--- config.mk ---
export PLATFORM = sky130hd
export DESIGN_NAME = tgc_queue
export DESIGN_NICKNAME = d
export VERILOG_FILES = /design/src/rtl/tgc_pkg.sv /design/src/rtl/tgc_queue.sv
export SDC_FILE = /design/constraint.sdc
export NUM_CORES = 1
export LEC_CHECK = 0
export ABC_AREA = 1
export BUFFER_PORTS_ARGS = -buffer_cell sky130_fd_sc_hd__buf_2
export CAP_MARGIN = 0
export CELL_PAD_IN_SITES_DETAIL_PLACEMENT = 0
export CELL_PAD_IN_SITES_GLOBAL_PLACEMENT = 2
export CORE_MARGIN = 8
export CORE_UTILIZATION = 42
export DETAILED_ROUTE_END_ITERATION = 12
export PLACE_DENSITY_LB_ADDON = 0.15
export SLEW_MARGIN = 20
export SYNTH_ARGS = -nofsm -noshare
export SYNTH_HDL_FRONTEND = slang
export SYNTH_SLANG_ARGS = --single-unit
--- constraint.sdc ---
create_clock -name clk -period 4.32 [get_ports clk]
set_input_delay 1.296 -clock clk [delete_from_list [all_inputs] [get_ports clk]]
set_output_delay 1.296 -clock clk [all_outputs]
set_load 0.1 [all_outputs]
--- src/rtl/tgc_pkg.sv ---
// Shared types, constants and pixel helper functions of the cell pixel generator.
`default_nettype none
package tgc_pkg;

  localparam int CELL_ROWS_DEFAULT   = 16;
  localparam int GLYPH_COUNT_DEFAULT = 256;
  localparam int STORE_DEPTH         = 4096;
  localparam int STORE_AW            = 12;
  localparam int QUEUE_DEPTH         = 4;

  localparam int S_TDATA_W  = 64;
  localparam int S_TUSER_W  = 2;
  localparam int M_TDATA_W  = 40;
  localparam int CFG_IDX_W  = 3;
  localparam int CFG_DATA_W = 19;

  localparam logic [1:0] PIX_NORMAL = 2'd1;
  localparam logic [1:0] PIX_BRIGHT = 2'd2;
  localparam logic [4:0] COUNT_NARROW = 5'd8;
  localparam logic [4:0] COUNT_WIDE   = 5'd16;

  typedef enum logic [1:0] {
    FUNC_TICK = 2'd0,
    FUNC_FONT = 2'd1,
    FUNC_TEXT = 2'd2,
    FUNC_GFX  = 2'd3
  } func_t;

  typedef enum logic [2:0] {
    CFG_CURSOR_ENABLE  = 3'd0,
    CFG_CURSOR_STEADY  = 3'd1,
    CFG_CURSOR_TOP     = 3'd2,
    CFG_CURSOR_BOTTOM  = 3'd3,
    CFG_CURSOR_ADDRESS = 3'd4
  } cfg_index_t;

  typedef enum logic [1:0] {
    CMD_FONT,
    CMD_TEXT,
    CMD_GFX
  } cmd_kind_t;

  typedef struct packed {
    logic        cursor_enable;
    logic        cursor_steady;
    logic [4:0]  cursor_top;
    logic [4:0]  cursor_bottom;
    logic [18:0] cursor_address;
  } cfg_t;

  // One classified item travelling from front to back.
  typedef struct packed {
    cmd_kind_t           kind;
    logic [STORE_AW-1:0] addr;     // font write address or glyph read address
    logic [7:0]          data;     // font byte or graphics pattern
    logic                row_ok;   // row lies inside the cell
    logic                blank;
    logic                reverse;
    logic                bright;
    logic                wide;
    logic                show;     // cursor covers this row
  } cmd_t;

  function automatic logic [7:0] reverse8(input logic [7:0] v);
    logic [7:0] r;
    for (int i = 0; i < 8; i++) begin
      r[7-i] = v[i];
    end
    return r;
  endfunction

  // Bit i of bits becomes pixel i (pixels 2i and 2i+1 when wide).
  function automatic logic [31:0] spread(input logic [7:0] bits, input logic [1:0] code,
                                         input logic wide);
    logic [31:0] out;
    out = '0;
    for (int i = 0; i < 8; i++) begin
      if (bits[i]) begin
        if (wide) begin
          out[4*i +: 2]     = code;
          out[4*i + 2 +: 2] = code;
        end else begin
          out[2*i +: 2] = code;
        end
      end
    end
    return out;
  endfunction

endpackage
`default_nettype wire

--- src/rtl/tgc_queue.sv ---
// Short command queue between front and back.
`default_nettype none
module tgc_queue
  import tgc_pkg::*;
(
  input  wire logic clk,
  input  wire logic rst,
  input  wire logic push_valid,
  output logic      push_ready,
  input  wire cmd_t push_cmd,
  output logic      pop_valid,
  input  wire logic pop_ready,
  output cmd_t      pop_cmd
);

  localparam int PW = $clog2(QUEUE_DEPTH);
  localparam int CW = $clog2(QUEUE_DEPTH + 1);
  localparam logic [PW-1:0] LAST = PW'(QUEUE_DEPTH - 1);
  localparam logic [CW-1:0] FULL = CW'(QUEUE_DEPTH);

  cmd_t          slots [QUEUE_DEPTH];
  logic [PW-1:0] wr_ptr;
  logic [PW-1:0] rd_ptr;
  logic [CW-1:0] count;
  logic          do_push;
  logic          do_pop;

  assign push_ready = count != FULL;
  assign pop_valid  = count != '0;
  assign pop_cmd    = slots[rd_ptr];
  assign do_push    = push_valid && push_ready;
  assign do_pop     = pop_valid && pop_ready;

  always_ff @(posedge clk) begin
    if (do_push) begin
      slots[wr_ptr] <= push_cmd;
    end
  end

  always_ff @(posedge clk) begin
    if (rst) begin
      wr_ptr <= '0;
      rd_ptr <= '0;
      count  <= '0;
    end else begin
      if (do_push) begin
        wr_ptr <= (wr_ptr == LAST) ? '0 : wr_ptr + PW'(1);
      end
      if (do_pop) begin
        rd_ptr <= (rd_ptr == LAST) ? '0 : rd_ptr + PW'(1);
      end
      if (do_push && !do_pop) begin
        count <= count + CW'(1);
      end else if (do_pop && !do_push) begin
        count <= count - CW'(1);
      end
    end
  end

endmodule
`default_nettype wire

==> impl_metrics.env <==
export IMPL_status="completed"
export IMPL_holdBufCountCts=0
export IMPL_cts_sinks=121
export IMPL_dr_pass1_iters=4
export IMPL_nets=446
export IMPL_slowest_delay_ps=550
export IMPL_syn_area_um2=4650
export IMPL_drive_gt1_share_pct=24.2
export IMPL_final_common_cell="edfxtp_1"
export IMPL_drt_total_wl_um=9140
export IMPL_cts_tree="built"
export IMPL_stdcell_count=558
export IMPL_end_kind="primary output"
export IMPL_grt_max_degree=57
export IMPL_skew_ps=8.56
export IMPL_rsz0062_at_grt="no"
export IMPL_drc=0
export IMPL_core_area_um2=10800
export IMPL_final_cell_mix="edfxtp_1, nor2_1, buf_2"
export IMPL_path_cells="inv_2 -> buf_4 -> nor2_1 -> o22ai_1 -> buf_2"
export IMPL_fin_crit_ps=3660
export IMPL_multi_input_area_um2=957
export IMPL_routabilityCongestion=0.720
export IMPL_hold_class="reg2reg"
export IMPL_clockRootBuffer="clkbuf_8"
export IMPL_max_freq_mhz=274
export IMPL_synth_nets=379
export IMPL_grt_pass1_wl_um=14100
export IMPL_cts_resized=0
export IMPL_dp_cells=528
export IMPL_finalSetupTns_ps=0
export IMPL_io_buffers=61
export IMPL_period_share_pct=84.6
export IMPL_dr_first_iter_drc_count=165
export IMPL_seq_area_frac_synth_pct=76.3
export IMPL_relSlewSlack_pct=36.4
export IMPL_antenna_found_initial=0
export IMPL_die_h_um=121
export IMPL_overflow=0
export IMPL_crit_type="reg2out"
export IMPL_seqCellArea_um2=3540
export IMPL_cts_clk_slew_worst_paths_ps=60
export IMPL_hp_start="rd_ptr[1]"
export IMPL_post_drt_via_cell_ratio=5.04
export IMPL_crit_arrival_ps=2360
export IMPL_path_buf_inv=3
export IMPL_area_delta_synth_final_pct=22.5
export IMPL_grt_pass1_vias=2672
export IMPL_diodes=0
export IMPL_finalHoldViolCount=0
export IMPL_slew_violations=0
export IMPL_rows=38
export IMPL_crit_family="buffers and inverters"
export IMPL_clock_latency_ps=510
export IMPL_die_w_um=121
export IMPL_setup_viol=0
export IMPL_crit_required_ps=3020
export IMPL_htree_levels=4
export IMPL_ys_ff_latch=121
export IMPL_die_area_um2=14700
export IMPL_initial_core_util_pct=42.9
export IMPL_num_vias=2812
export IMPL_yosysWarnings=0
export IMPL_cts_buffer_depth=2
export IMPL_io_pins=62
export IMPL_routedWlPerCell_um=16.4
export IMPL_timing_rr_start="count[1]"
export IMPL_post_dp_hpwl_um=5360
export IMPL_grt_use_total_pct=12.8
export IMPL_antenna_left=0
export IMPL_fillers=939
export IMPL_cp_start_kind="register"
export IMPL_tightestPinTransition_ps=952
export IMPL_syn_inst=340
export IMPL_postCtsSetupRepairBufs=0
export IMPL_cp_slowest_cell="inv_2"
export IMPL_synthDistinctLibCells=21
export IMPL_numCtsBuffers=17
export IMPL_drv_cap=0
export IMPL_critPathMaxFanout=45
export IMPL_syn_avg_cell_area_um2=13.7
## worst min-delay path, cell delays in order (launching register included)
cell and delay, ps:
dfxtp_1 310, a21oi_1 110, nor2_1 60
## sequential cells by signal, summed over array words and instances (netlist names), named ones only
name,flops
slots,112
count,3
rd_ptr,2
wr_ptr,2
## path summary, 6_finish.rpt
path	to	slack (ps)	cells past startpoint
min	rd_ptr[1]	520	2
min reg2reg	rd_ptr[1]	520	2
max	pop_cmd[13]	660	5
max reg2reg	count[1]	2180	9
## Yosys cell counts
cell	n	area share, %
buf_6	6	1.5
buf_4	1	0.16
buf_2	3	0.32
o21ai_0	42	4.5
o21ai_1	15	1.6
inv_2	1	0.081
nand3b_1	2	0.32
nand2_1	14	1.1
clkbuf_1	7	0.57
inv_1	14	1.1
dfxtp_1	9	3.9
clkinv_1	1	0.081
edfxtp_1	112	72
a21oi_1	2	0.22
o22ai_1	28	3.8
xor2_1	1	0.19
nand3_1	1	0.11
fa_1	1	0.43
nor2_1	73	5.9
nand4_1	1	0.13
ha_1	6	1.6
## routing by layer
| metal | track usage (%) | vias up | wire (um) |
|---|---|---|---|
| met5 | 0 | - | 0 |
| met4 | 4.86 | 0 | 119 |
| met3 | 4.51 | 13 | 476 |
| met2 | 20.8 | 65 | 4430 |
| met1 | 15.4 | 1359 | 4110 |
| li1 | - | 1375 | - |
## stage by stage
stage	util (%)	setup WS, ps	instance area, um^2	hold slack [ps]
floorplan	-	750	4650	483
global placement	46.8	1210	5070	517
detailed placement	46.8	1160	5070	519
CTS	52.5	610	5690	527
global route	52.5	496	5690	548
finish	52.5	664	5690	525
## cells by family (layout without fill, tap and decap cells)
family	count (synthesis)	count (layout)	share of synthesized area, %
simple gates	91	91	7.59
flops	121	121	76.3
compound gates	87	87	10.1
fa+ha+maj	7	7	2.05
xor+xnor	1	1	0.189
buf+inv	33	111	3.80
## layout make-up
type                       instances  share of cell area (%)
clock buffer                      17                    7.28
clock inverter                    13                    3.58
sequential                       121                    62.3
tap                              140                    3.08
multi-input combinational        186                    16.8
timing repair buffer              65                    5.89
inverter                          16                    1.06
Power is left out: the tool's default activity adds up to more than one toggle a clock period on the data nets, which glitch-free logic cannot reach.
