[config.mk]
export PLATFORM = sky130hd
export DESIGN_NAME = tgc_front
export DESIGN_NICKNAME = d
export VERILOG_FILES = /design/src/rtl/tgc_pkg.sv /design/src/rtl/tgc_front.sv
export SDC_FILE = /design/constraint.sdc
export NUM_CORES = 1
export LEC_CHECK = 0
export ABC_CLOCK_PERIOD_IN_PS = 1800
export BUFFER_PORTS_ARGS = -buffer_cell sky130_fd_sc_hd__buf_4
export CAP_MARGIN = 10
export CELL_PAD_IN_SITES_DETAIL_PLACEMENT = 1
export CELL_PAD_IN_SITES_GLOBAL_PLACEMENT = 1
export CORE_ASPECT_RATIO = 1.1
export CORE_MARGIN = 2
export CORE_UTILIZATION = 16
export CTS_CLUSTER_DIAMETER = 50
export CTS_CLUSTER_SIZE = 8
export DETAILED_ROUTE_END_ITERATION = 12
export GPL_TIMING_DRIVEN = 0
export PLACE_DENSITY = 0.81
export SLEW_MARGIN = 10
export SYNTH_ARGS = -nofsm -noshare
export SYNTH_HDL_FRONTEND = slang
export SYNTH_SLANG_ARGS = --single-unit
export TNS_END_PERCENT = 20
[constraint.sdc]
create_clock -name clk -period 1.8 [get_ports clk]
set_input_delay 0.36 -clock clk [delete_from_list [all_inputs] [get_ports clk]]
set_output_delay 0.36 -clock clk [all_outputs]
set_load 0.01 [all_outputs]
[src/rtl/tgc_pkg.sv]
// Shared types, constants and pixel helper functions of the cell pixel generator.
`default_nettype none
package tgc_pkg;

  localparam int CELL_ROWS_DEFAULT   = 16;
  localparam int GLYPH_COUNT_DEFAULT = 256;
  localparam int STORE_DEPTH         = 4096;
  localparam int STORE_AW            = 12;
  localparam int QUEUE_DEPTH         = 4;

  localparam int S_TDATA_W  = 64;
  localparam int S_TUSER_W  = 2;
  localparam int M_TDATA_W  = 40;
  localparam int CFG_IDX_W  = 3;
  localparam int CFG_DATA_W = 19;

  localparam logic [1:0] PIX_NORMAL = 2'd1;
  localparam logic [1:0] PIX_BRIGHT = 2'd2;
  localparam logic [4:0] COUNT_NARROW = 5'd8;
  localparam logic [4:0] COUNT_WIDE   = 5'd16;

  typedef enum logic [1:0] {
    FUNC_TICK = 2'd0,
    FUNC_FONT = 2'd1,
    FUNC_TEXT = 2'd2,
    FUNC_GFX  = 2'd3
  } func_t;

  typedef enum logic [2:0] {
    CFG_CURSOR_ENABLE  = 3'd0,
    CFG_CURSOR_STEADY  = 3'd1,
    CFG_CURSOR_TOP     = 3'd2,
    CFG_CURSOR_BOTTOM  = 3'd3,
    CFG_CURSOR_ADDRESS = 3'd4
  } cfg_index_t;

  typedef enum logic [1:0] {
    CMD_FONT,
    CMD_TEXT,
    CMD_GFX
  } cmd_kind_t;

  typedef struct packed {
    logic        cursor_enable;
    logic        cursor_steady;
    logic [4:0]  cursor_top;
    logic [4:0]  cursor_bottom;
    logic [18:0] cursor_address;
  } cfg_t;

  // One classified item travelling from front to back.
  typedef struct packed {
    cmd_kind_t           kind;
    logic [STORE_AW-1:0] addr;     // font write address or glyph read address
    logic [7:0]          data;     // font byte or graphics pattern
    logic                row_ok;   // row lies inside the cell
    logic                blank;
    logic                reverse;
    logic                bright;
    logic                wide;
    logic                show;     // cursor covers this row
  } cmd_t;

  function automatic logic [7:0] reverse8(input logic [7:0] v);
    logic [7:0] r;
    for (int i = 0; i < 8; i++) begin
      r[7-i] = v[i];
    end
    return r;
  endfunction

  // Bit i of bits becomes pixel i (pixels 2i and 2i+1 when wide).
  function automatic logic [31:0] spread(input logic [7:0] bits, input logic [1:0] code,
                                         input logic wide);
    logic [31:0] out;
    out = '0;
    for (int i = 0; i < 8; i++) begin
      if (bits[i]) begin
        if (wide) begin
          out[4*i +: 2]     = code;
          out[4*i + 2 +: 2] = code;
        end else begin
          out[2*i +: 2] = code;
        end
      end
    end
    return out;
  endfunction

endpackage
`default_nettype wire

[src/rtl/tgc_front.sv]
// Front end: accepts items, keeps the blink counter and classifies each item into a command.
`default_nettype none
module tgc_front
  import tgc_pkg::*;
#(
  parameter int CELL_ROWS   = CELL_ROWS_DEFAULT,
  parameter int GLYPH_COUNT = GLYPH_COUNT_DEFAULT
) (
  input  wire logic                 clk,
  input  wire logic                 rst,
  input  wire cfg_t                 cfg,
  input  wire logic                 s_tvalid,
  output logic                      s_tready,
  input  wire logic [S_TDATA_W-1:0] s_tdata,
  input  wire logic [S_TUSER_W-1:0] s_tuser,
  output logic                      push_valid,
  input  wire logic                 push_ready,
  output cmd_t                      push_cmd
);

  localparam logic [4:0] ROWS   = 5'(CELL_ROWS);
  localparam logic [8:0] GLYPHS = 9'(GLYPH_COUNT);

  logic [4:0]  blink_counter;
  logic        blink_phase;
  func_t       func;
  logic [11:0] font_index;
  logic [7:0]  data_byte;
  logic [7:0]  char_code;
  logic [7:0]  attribute;
  logic [3:0]  cell_row;
  logic        wide_mode;
  logic [18:0] cell_address;
  logic [7:0]  code;
  logic [4:0]  bottom;
  logic        cursor_hit;

  assign func         = func_t'(s_tuser);
  assign font_index   = s_tdata[11:0];
  assign data_byte    = s_tdata[19:12];
  assign char_code    = s_tdata[27:20];
  assign attribute    = s_tdata[35:28];
  assign cell_row     = s_tdata[39:36];
  assign wide_mode    = s_tdata[40];
  assign cell_address = s_tdata[59:41];

  assign s_tready    = push_ready;
  assign blink_phase = blink_counter[4];

  always_ff @(posedge clk) begin
    if (rst) begin
      blink_counter <= '0;
    end else if (s_tvalid && s_tready && func == FUNC_TICK) begin
      blink_counter <= blink_counter + 5'd1;
    end
  end

  // Code modulo glyph count: code is below twice the count, one subtract does it.
  assign code   = ({1'b0, char_code} >= GLYPHS) ? 8'({1'b0, char_code} - GLYPHS) : char_code;
  assign bottom = (cfg.cursor_bottom > ROWS) ? ROWS : cfg.cursor_bottom;

  assign cursor_hit = cfg.cursor_enable && (cfg.cursor_steady || !blink_phase)
                   && (cell_address == cfg.cursor_address)
                   && ({1'b0, cell_row} >= cfg.cursor_top)
                   && ({1'b0, cell_row} < bottom);

  always_comb begin
    push_cmd         = '0;
    push_cmd.kind    = CMD_GFX;
    push_cmd.data    = data_byte;
    push_cmd.wide    = wide_mode;
    push_valid       = 1'b0;
    unique case (func)
      FUNC_TICK: begin
        push_valid = 1'b0;
      end
      FUNC_FONT: begin
        push_valid    = s_tvalid;
        push_cmd.kind = CMD_FONT;
        push_cmd.addr = font_index;
      end
      FUNC_TEXT: begin
        push_valid       = s_tvalid;
        push_cmd.kind    = CMD_TEXT;
        push_cmd.addr    = {code, cell_row};
        push_cmd.row_ok  = {1'b0, cell_row} < ROWS;
        push_cmd.blank   = attribute[6] || (attribute[7] && blink_phase);
        push_cmd.reverse = attribute[3];
        push_cmd.bright  = attribute[2];
        push_cmd.show    = cursor_hit;
      end
      FUNC_GFX: begin
        push_valid    = s_tvalid;
        push_cmd.kind = CMD_GFX;
      end
      default: begin
        push_valid = 1'b0;
      end
    endcase
  end

endmodule
`default_nettype wire

==> results_dict.tcl, run 1 <==
set metrics [dict create \
    rsz0062_at_grt "yes" \
    mostFrequentLayoutCells "127 x buf_4, 20 x xor2_1, 17 x nor2_1" \
    top_regs "blink_counter: 5 flops" \
    cts_buffers 3 \
    grt_overflow 0 \
    synthCells 126 \
    cts.htree.levels 1 \
    grt_antenna_before_repair 0 \
    slew_headroom 0.823 \
    clk_latency_ns 0.22 \
    setup_violations 1 \
    place_congestion 0.683 \
    path_cells "buf_8, nand2b_4, ha_4, inv_2, o22ai_2, or4_4, nor4_4, buf_4" \
    power_density_nw_per_um2 356 \
    firstDrtPassIters 3 \
    skew_ns 0.00309 \
    critPathRequiredTime_ns 1.44 \
    r2r_setup_slack_ns 0.80 \
    antenna_left 0 \
    fin_nets 359 \
    dpl_cell_area_um2 1940 \
    worstPathMaxFanout 2 \
    route.vias.total 1347 \
    die_w_um 77.4 \
    synth_edf_count 0 \
    clk_path_buf_depth 2 \
    hpwlAfterDp_mm 3.51 \
    yosysWarnings 0 \
    min_period_ns 2.03 \
    endpoint_kind "primary output" \
    grt_pass1_wl_mm 6.54 \
    pre_cts_ws_ns -0.473 \
    crit_arrival_ns 1.67 \
    ys_types 26 \
    timing.final.crit_share 1.13 \
    mostFrequentLayoutCell "buf_4" \
    cts_tree "built" \
    final_area_um2 2090 \
    worst_slack_ns -0.232 \
    initial_utilization 0.165 \
    slowest_stage "or4_4" \
    timing.fmax_mhz 492 \
    outcome "complete, but fails checks" \
    ys_seq_area_frac 0.106 \
    finalWirelength_mm 4.15 \
    grt_max_degree 11 \
    leakagePower_nw 1.05 \
    track_usage 0.121 \
    drc 0 \
    syn-num-nets 239 \
    ioPinCount 131 \
    first_global_vias 1460 \
    critPathLaunchType "input port" \
    ctsHoldBuffers 0 \
    holdCritPathClass "in2reg" \
    antenna_cells 0 \
    vias_per_cell 4.18 \
    synth-main-ff-cell "dfxtp_1" \
    criticalPathCategory "in2out" \
    cap_violations 0 \
    drt-initial-drc-count 45 \
    report.final.slew_viol_count 0 \
    peakVddDrop_v 0.000328 \
    async_flop_share 0 \
    cts_sinks 5 \
    die_h_um 84.7 \
    fin_util 0.365 \
    slowest_delay_ns 0.54 \
    drive_gt1_frac 0.604 \
    syn_area_um2 947 \
    largest_register_ffs 5 \
    finalHoldViolations 0 \
    num_rows 29 \
    core_area_um2 5730 \
    portBuffers 113 \
    root_buffer "clkbuf_8" \
    avgRoutedWirePerCell_um 12.9 \
    top_register "blink_counter" \
    fin_hold_ws_ns 0.341 \
    clk_pin_slew_worst_paths_ns 0.04 \
    violations "negative setup slack" \
    die_area_um2 6550 \
    worstMarginPinSlew_ns 0.263 \
    p_total_uw 746 \
    syn_avg_cell_area_um2 7.52 \
    syn_to_final_growth_pct 121 \
    ys_seq_elements 5 \
]
-- layer usage --
layer	track usage	routed length, um	share of wire	vias to the layer above
met5	0	0	0	-
met4	0.0341	36	0.0087	0
met3	0.0194	299	0.072	2
met2	0.248	2360	0.57	67
met1	0.121	1460	0.35	620
li1	-	-	-	658
-- report_power, final --
part / switching, mW / internal, mW
Combinational: 0.162 / 0.259
Sequential: 0.000937 / 0.112
Clock: 0.0590 / 0.152
-- cells in the mapped netlist, types with 2 or more instances --
library cell / count / share of area
nor3_1: 3 / 0.016
nand3_1: 3 / 0.016
nor2b_1: 3 / 0.020
nor4_1: 3 / 0.020
and2_1: 2 / 0.013
nor2_1: 17 / 0.067
xor2_1: 20 / 0.18
nand4_1: 2 / 0.013
dfxtp_1: 5 / 0.11
ha_1: 12 / 0.16
xnor2_1: 3 / 0.028
inv_1: 8 / 0.032
a21oi_1: 3 / 0.016
nand2b_1: 6 / 0.040
a22oi_1: 12 / 0.095
buf_4: 11 / 0.087
clkbuf_1: 4 / 0.016
-- cells by family (layout without fill, tap and decap cells) --
kind of cell	count (synthesis)	count (layout)	synth area share
and+or+nand+nor	44	44	0.246
buffers and inverters	24	143	0.140
xor gates and xnor gates	23	23	0.213
AOI/OAI and AO/OA	17	17	0.127
adders and majority gates	12	12	0.159
DFF	5	5	0.106
muxes	1	1	0.0106
-- worst max-delay path: cells and delay by family --
family / cells / cell delay [ns]
and+or+nand+nor: 3 / 0.81
buffers and inverters: 3 / 0.30
adders and majority gates: 1 / 0.15
AOI/OAI and AO/OA: 1 / 0.05
-- final timing paths --
path,start,cells past startpoint,end
min,rst,2,blink_counter[1]
max,cfg[23],8,push_cmd[0]
min reg2reg,blink_counter[3],2,blink_counter[3]
max reg2reg,blink_counter[0],4,blink_counter[4]
-- stage by stage --
stage / std cells / setup TNS (ns)
floorplan: 126 / -0.100
global placement: 316 / -2.19
detailed placement: 316 / -2.83
CTS: 322 / -0.255
global route: 322 / -0.284
finish: 322 / -0.232
-- cell type report --
type,count,area (um2)
clock buffers,4,45.0
well taps,77,96.3
multi-input cells,97,825
inverters,8,42.5
flip-flops and latches,5,100
plain buffers,15,106
fillers,723,3640
repair buffers,116,878
-- repair_timing --
item                       in CTS  in global routing
setup buffers                   3                  0
pin swaps                       5                  2
setup endpoints to repair      16                 12
resized for setup              12                 12
(Power assumes the default switching activity.)
==> inputs of run 2 (changes only) <==
--- a/config.mk
+++ b/config.mk
@@ -18,7 +18,6 @@
 export DETAILED_ROUTE_END_ITERATION = 12
 export GPL_TIMING_DRIVEN = 0
 export PLACE_DENSITY = 0.81
-export SLEW_MARGIN = 10
 export SYNTH_ARGS = -nofsm -noshare
 export SYNTH_HDL_FRONTEND = slang
 export SYNTH_SLANG_ARGS = --single-unit
==> constraint.sdc (replaced) <==
create_clock -name clk -period 1.8 [get_ports clk]
set_input_delay 0.09 -clock clk [delete_from_list [all_inputs] [get_ports clk]]
set_output_delay 0.09 -clock clk [all_outputs]
set_load 0.01 [all_outputs]
==> run 2 against run 1 <==
  * The run now ends clean
  * Via count is 0.22% lower
  * Clock power fell by 4%
  * Critical path type unchanged
  * Hold slack lost 0.27 ns
  * Global-route usage down 0.54 points
  * Wire length is 4.8% lower
  * Sequential power barely moved
  * Clock skew down 0.0018 ns
  * Register-to-register slack gained 0.05 ns
  * Setup slack gained 0.29 ns
  * Critical endpoint unchanged
  * Sequential cell count did not move
  * Sequential share of layout area is 0.34 points higher
  * Fmax rose by 17%
==> results_dict.tcl, run 2 (synthesis results as in run 1) <==
set metrics [dict create \
    firstDrtPassIters 2 \
    rsz0062_at_grt "no" \
    num_rows 29 \
    finalWirelength_mm 3.96 \
    power_density_nw_per_um2 354 \
    holdCritPathClass "in2reg" \
    timing.fmax_mhz 576 \
    fin_hold_ws_ns 0.0708 \
    largest_register_ffs 5 \
    mostFrequentLayoutCell "buf_4" \
    outcome "finished clean" \
    avgRoutedWirePerCell_um 12.4 \
    drive_gt1_frac 0.543 \
    skew_ns 0.00131 \
    die_w_um 77.4 \
    top_regs "blink_counter: 5 flops" \
    grt_pass1_wl_mm 6.22 \
    cts.htree.levels 1 \
    drc 0 \
    critPathBufInv 3 \
    slowest_stage "or4_4" \
    clk_pin_slew_worst_paths_ns 0.03 \
    antenna_left 0 \
    cts_sinks 5 \
    grt_overflow 0 \
    crit_family "simple AND/OR/NAND/NOR gates" \
    cts_tree "built" \
    antenna_cells 0 \
    report.final.slew_viol_count 0 \
    track_usage 0.115 \
    first_global_vias 1359 \
    vias_per_cell 4.20 \
    critPathLaunchType "input port" \
    endpoint_kind "primary output" \
    worstMarginPinSlew_ns 0.545 \
    slew_headroom 0.637 \
    peakVddDrop_v 0.000268 \
    grt_max_degree 11 \
    crit_arrival_ns 1.65 \
    root_buffer "clkbuf_8" \
    die_area_um2 6550 \
    cap_violations 0 \
    min_period_ns 1.74 \
    initial_utilization 0.165 \
    mostFrequentLayoutCells "125 x buf_4, 20 x xor2_1, 17 x nor2_1" \
    worstPathMaxFanout 8 \
    critPathRequiredTime_ns 1.71 \
    hpwlAfterDp_mm 3.48 \
    leakagePower_nw 1.01 \
    cp_common_cell "buf_4" \
    power.switching_uw 197 \
    p_seq_frac 0.164 \
    clk_latency_ns 0.22 \
    timing.final.crit_share 0.965 \
    ioPinCount 131 \
    grt_antenna_before_repair 0 \
    syn_to_final_growth_pct 106 \
    slowest_delay_ns 0.56 \
    dpl_cell_area_um2 1890 \
    top_register "blink_counter" \
    path_cells "buf_4, inv_2, ha_2, nand4b_1, or4_4, nor4_4, buf_4" \
    setup_violations 0 \
    finalHoldViolations 0 \
    sw_frac_of_total 0.284 \
    drt-initial-drc-count 15 \
    final_area_um2 1950 \
    route.vias.total 1344 \
    die_h_um 84.7 \
    core_area_um2 5730 \
    power.share.clock 0.292 \
    clk_path_buf_depth 2 \
    ctsHoldBuffers 0 \
    criticalPathCategory "in2out" \
    portBuffers 113 \
    layout.cells.non_filler 320 \
    combPwrFrac 0.545 \
    fin_nets 357 \
    place_congestion 0.668 \
    cts_buffers 3 \
    internal_power_uw 496 \
    post-place-cells 316 \
]
## run 2: through the flow
stage / worst slack, ns / setup TNS [ns] / power, mW / util
global route: 0.000590 / 0 / 0.744 / 0.341
finish: 0.0629 / 0 / 0.693 / 0.341
global placement: -0.121 / -0.121 / 0.481 / 0.330
detailed placement: -0.134 / -0.134 / 0.494 / 0.330
floorplan: 0.200 / 0 / 0.258 / -
CTS: 0.0384 / 0 / 0.709 / 0.341
## run 2: worst reg2reg max path: stages, from the launching register on
cell	delay, ns
dfxtp_1	0.36
ha_1	0.18
nand4_1	0.11
xor2_1	0.15
nor2_1	0.05
## run 2: layer usage
| metal | vias up | wire length [um] | GRT usage |
|---|---|---|---|
| met3 | 2 | 359 | 0.0312 |
| met5 | - | 0 | 0 |
| met2 | 76 | 2190 | 0.232 |
| met4 | 0 | 22 | 0.0195 |
| li1 | 654 | - | - |
| met1 | 612 | 1390 | 0.118 |
## run 2: cell type report
class / instances / area (um2)
Buffer: 15 / 97.6
Multi-Input combinational cell: 97 / 729
Sequential cell: 5 / 100
Tap cell: 77 / 96.3
Inverter: 8 / 30.0
Timing Repair Buffer: 114 / 856
Fill cell: 754 / 3780
Clock buffer: 4 / 45.0
## run 2: final timing paths
kind / cells after the start / slack (ns) / endpoint / startpoint
setup / recovery: 7 / 0.06 / push_cmd[0] / s_tuser[0]
hold / removal: 2 / 0.07 / blink_counter[0] / rst
setup reg to reg: 4 / 0.85 / blink_counter[4] / blink_counter[0]
hold reg to reg: 2 / 0.53 / blink_counter[1] / blink_counter[1]
## run 2: repair_timing
item	CTS	global route
pin swaps	3	2
setup endpoints to repair	1	1
setup buffers	1	0
gates resized for setup	4	1
## run 2: power by group through the flow
stage,Clock (mW),Sequential (mW),Combinational (mW)
2_1_floorplan,0,0.115,0.144
3_3_place_gp,0,0.115,0.366
3_5_place_dp,0,0.115,0.379
4_1_cts,0.211,0.113,0.384
5_1_grt,0.215,0.113,0.416
6_report,0.202,0.113,0.377
==> inputs of run 3 (changes only) <==
--- a/config.mk
+++ b/config.mk
@@ -5,6 +5,7 @@
 export SDC_FILE = /design/constraint.sdc
 export NUM_CORES = 1
 export LEC_CHECK = 0
+export ABC_AREA = 1
 export ABC_CLOCK_PERIOD_IN_PS = 1800
 export BUFFER_PORTS_ARGS = -buffer_cell sky130_fd_sc_hd__buf_4
 export CAP_MARGIN = 10
@@ -12,12 +13,12 @@
 export CELL_PAD_IN_SITES_GLOBAL_PLACEMENT = 1
 export CORE_ASPECT_RATIO = 1.1
 export CORE_MARGIN = 2
-export CORE_UTILIZATION = 16
+export CORE_UTILIZATION = 18
 export CTS_CLUSTER_DIAMETER = 50
 export CTS_CLUSTER_SIZE = 8
 export DETAILED_ROUTE_END_ITERATION = 12
 export GPL_TIMING_DRIVEN = 0
-export PLACE_DENSITY = 0.81
+export PLACE_DENSITY = 0.85
 export SYNTH_ARGS = -nofsm -noshare
 export SYNTH_HDL_FRONTEND = slang
 export SYNTH_SLANG_ARGS = --single-unit
==> run 3 against run 2 <==
  * Largest cell class unchanged
  * Synthesized cell count increased by 71%
  * Area after synthesis increased by 22%
  * Critical endpoint unchanged
  * Global-route usage increased by 0.39 points
  * Largest power group unchanged
  * Utilization increased by 0.70 points
  * Wire length increased by 13%
  * Sequential power about the same
  * Cell count increased by 29%
  * Clock-buffer cell count unchanged
==> results_dict.tcl, run 3 <==
set metrics [dict create \
    netlist.area_leader.share 0.263 \
    grt_overflow 0 \
    final_area_um2 2150 \
    portBuffers 113 \
    track_usage 0.119 \
    power_density_nw_per_um2 339 \
    die_w_um 80.5 \
    hpwlAfterDp_mm 4.03 \
    skew_ns 0.00408 \
    peakVddDrop_v 0.000222 \
    die_h_um 88.1 \
    endpoint_kind "primary output" \
    async_flop_share 0 \
    dpl_cell_area_um2 2110 \
    slew_headroom 0.711 \
    holdCritPathClass "in2reg" \
    synthCells 215 \
    cap_violations 0 \
    top_regs "blink_counter: 5 flops" \
    critPathRequiredTime_ns 1.71 \
    vias_per_cell 4.11 \
    criticalPathCategory "in2out" \
    clk_pin_slew_worst_paths_ns 0.04 \
    ys_seq_area_frac 0.0865 \
    fin_util 0.348 \
    p_total_uw 730 \
    ioPinCount 131 \
    synthTopCellsByArea "nand2_1 26%, inv_1 14%, ha_1 13%" \
    drive_gt1_frac 0.416 \
    timing.final.crit_share 0.873 \
    worstPathMaxFanout 3 \
    clk_latency_ns 0.22 \
    report.final.slew_viol_count 0 \
    crit_arrival_ns 1.48 \
    synth_top_cells_by_count "81 x nand2_1, 42 x inv_1, 20 x a21oi_1, 16 x nor2_1" \
    ctsHoldBuffers 0 \
    syn-num-nets 328 \
    root_buffer "clkbuf_8" \
    grt_antenna_before_repair 0 \
    rsz0062_at_grt "no" \
    num_rows 30 \
    syn_area_um2 1160 \
    antenna_left 0 \
    finalWirelength_mm 4.46 \
    avgRoutedWirePerCell_um 10.8 \
    worstMarginPinSlew_ns 0.433 \
    place_congestion 0.718 \
    outcome "finished clean" \
    clk_path_buf_depth 2 \
    drt-initial-drc-count 24 \
    synth_edf_count 0 \
    cts_resized 0 \
    setup_tns_ns 0 \
    syn_to_final_growth_pct 86.2 \
    grt_max_degree 11 \
    post_cts_buffers 0 \
    ys_types 23 \
    mostFrequentLayoutCell "buf_4" \
    top_register "blink_counter" \
    largest_register_ffs 5 \
    ys_seq_elements 5 \
    antenna_cells 0 \
    leakagePower_nw 1.25 \
    route.vias.total 1694 \
    die_area_um2 7090 \
    mostFrequentLayoutCells "125 x buf_4, 81 x nand2_1, 42 x inv_1" \
    syn_avg_cell_area_um2 5.38 \
    min_period_ns 1.57 \
    cts_tree "built" \
    finalHoldViolations 0 \
    synth.most_common_cell "nand2_1" \
    cts_buffers 3 \
    cts_sinks 5 \
    first_global_vias 1642 \
    yosysWarnings 0 \
    drc 0 \
    cts.htree.levels 1 \
    setup_violations 0 \
    firstDrtPassIters 4 \
    critPathLaunchType "input port" \
    synth_top_area_cell "nand2_1" \
    timing.fmax_mhz 636 \
    fin_hold_ws_ns 0.0745 \
    synth-main-ff-cell "dfxtp_1" \
    initial_utilization 0.187 \
    core_area_um2 6190 \
    fin_nets 446 \
    grt_pass1_wl_mm 6.72 \
]
-- run 3: changes by cell type after synthesis, sizes merged, moves of 2 or more --
cell    change
a21oi      +17
a22oi      -12
and2        -2
buf         +2
clkbuf      -3
inv        +35
nand2      +81
nand2b      -6
nor2b       -3
nor3        -2
nor4        -4
xnor2       +6
xor2       -19
-- run 3: layout make-up --
type	count	area, um2
timing repair buffer	113	848
clock buffer	4	45.0
inverter	43	161
multi-input combinational	152	796
fill	811	4040
tap	80	100
buffer	15	104
sequential	5	100
-- run 3: where the power goes --
part	switching [mW]	internal, mW
clock network	0.0582	0.152
registers	0.000956	0.112
logic	0.169	0.238
total	0.228	0.502
-- run 3: kinds of logic (layout without fill, tap and decap cells) --
logic type / count (synthesis) / after routing / share of synthesized area
adders and majority gates: 12 / 12 / 0.130
AOI/OAI and AO/OA: 23 / 23 / 0.104
and+or+nand+nor: 107 / 107 / 0.375
buffers and inverters: 58 / 175 / 0.229
xor gates and xnor gates: 10 / 10 / 0.0757
DFF: 5 / 5 / 0.0865
-- run 3: worst paths after layout --
kind                     from          endpoint  slack (ns)  cells past startpoint
max                   cfg[21]       push_cmd[0]        0.23                     14
min                       rst  blink_counter[0]        0.07                      2
max reg2reg  blink_counter[0]  blink_counter[4]        0.63                      6
min reg2reg  blink_counter[3]  blink_counter[3]        0.50                      2
-- run 3: worst max-delay path: stages --
cell,delay [ns]
buf_4,0.11
nor2_1,0.09
nand2_1,0.05
nand2_1,0.09
nand2_1,0.06
ha_1,0.30
a21oi_2,0.13
nor2_1,0.07
nor2_1,0.08
nand2_1,0.06
nor2_1,0.08
nand2_1,0.07
nor2_2,0.07
buf_4,0.12
-- run 3: layer usage --
metal / GRT usage / part of all wire
met3: 0.0258 / 0.096
met1: 0.116 / 0.35
met4: 0.0324 / 0.0094
met5: 0 / 0
met2: 0.247 / 0.55
-- run 3: through the flow --
| step | setup WS (ns) | instances |
|---|---|---|
| 2_1_floorplan | 0.525 | 215 |
| 5_1_grt | 0.0000282 | 412 |
| 6_report | 0.228 | 412 |
| 3_3_place_gp | 0.229 | 408 |
| 3_5_place_dp | 0.212 | 408 |
| 4_1_cts | 0.207 | 412 |
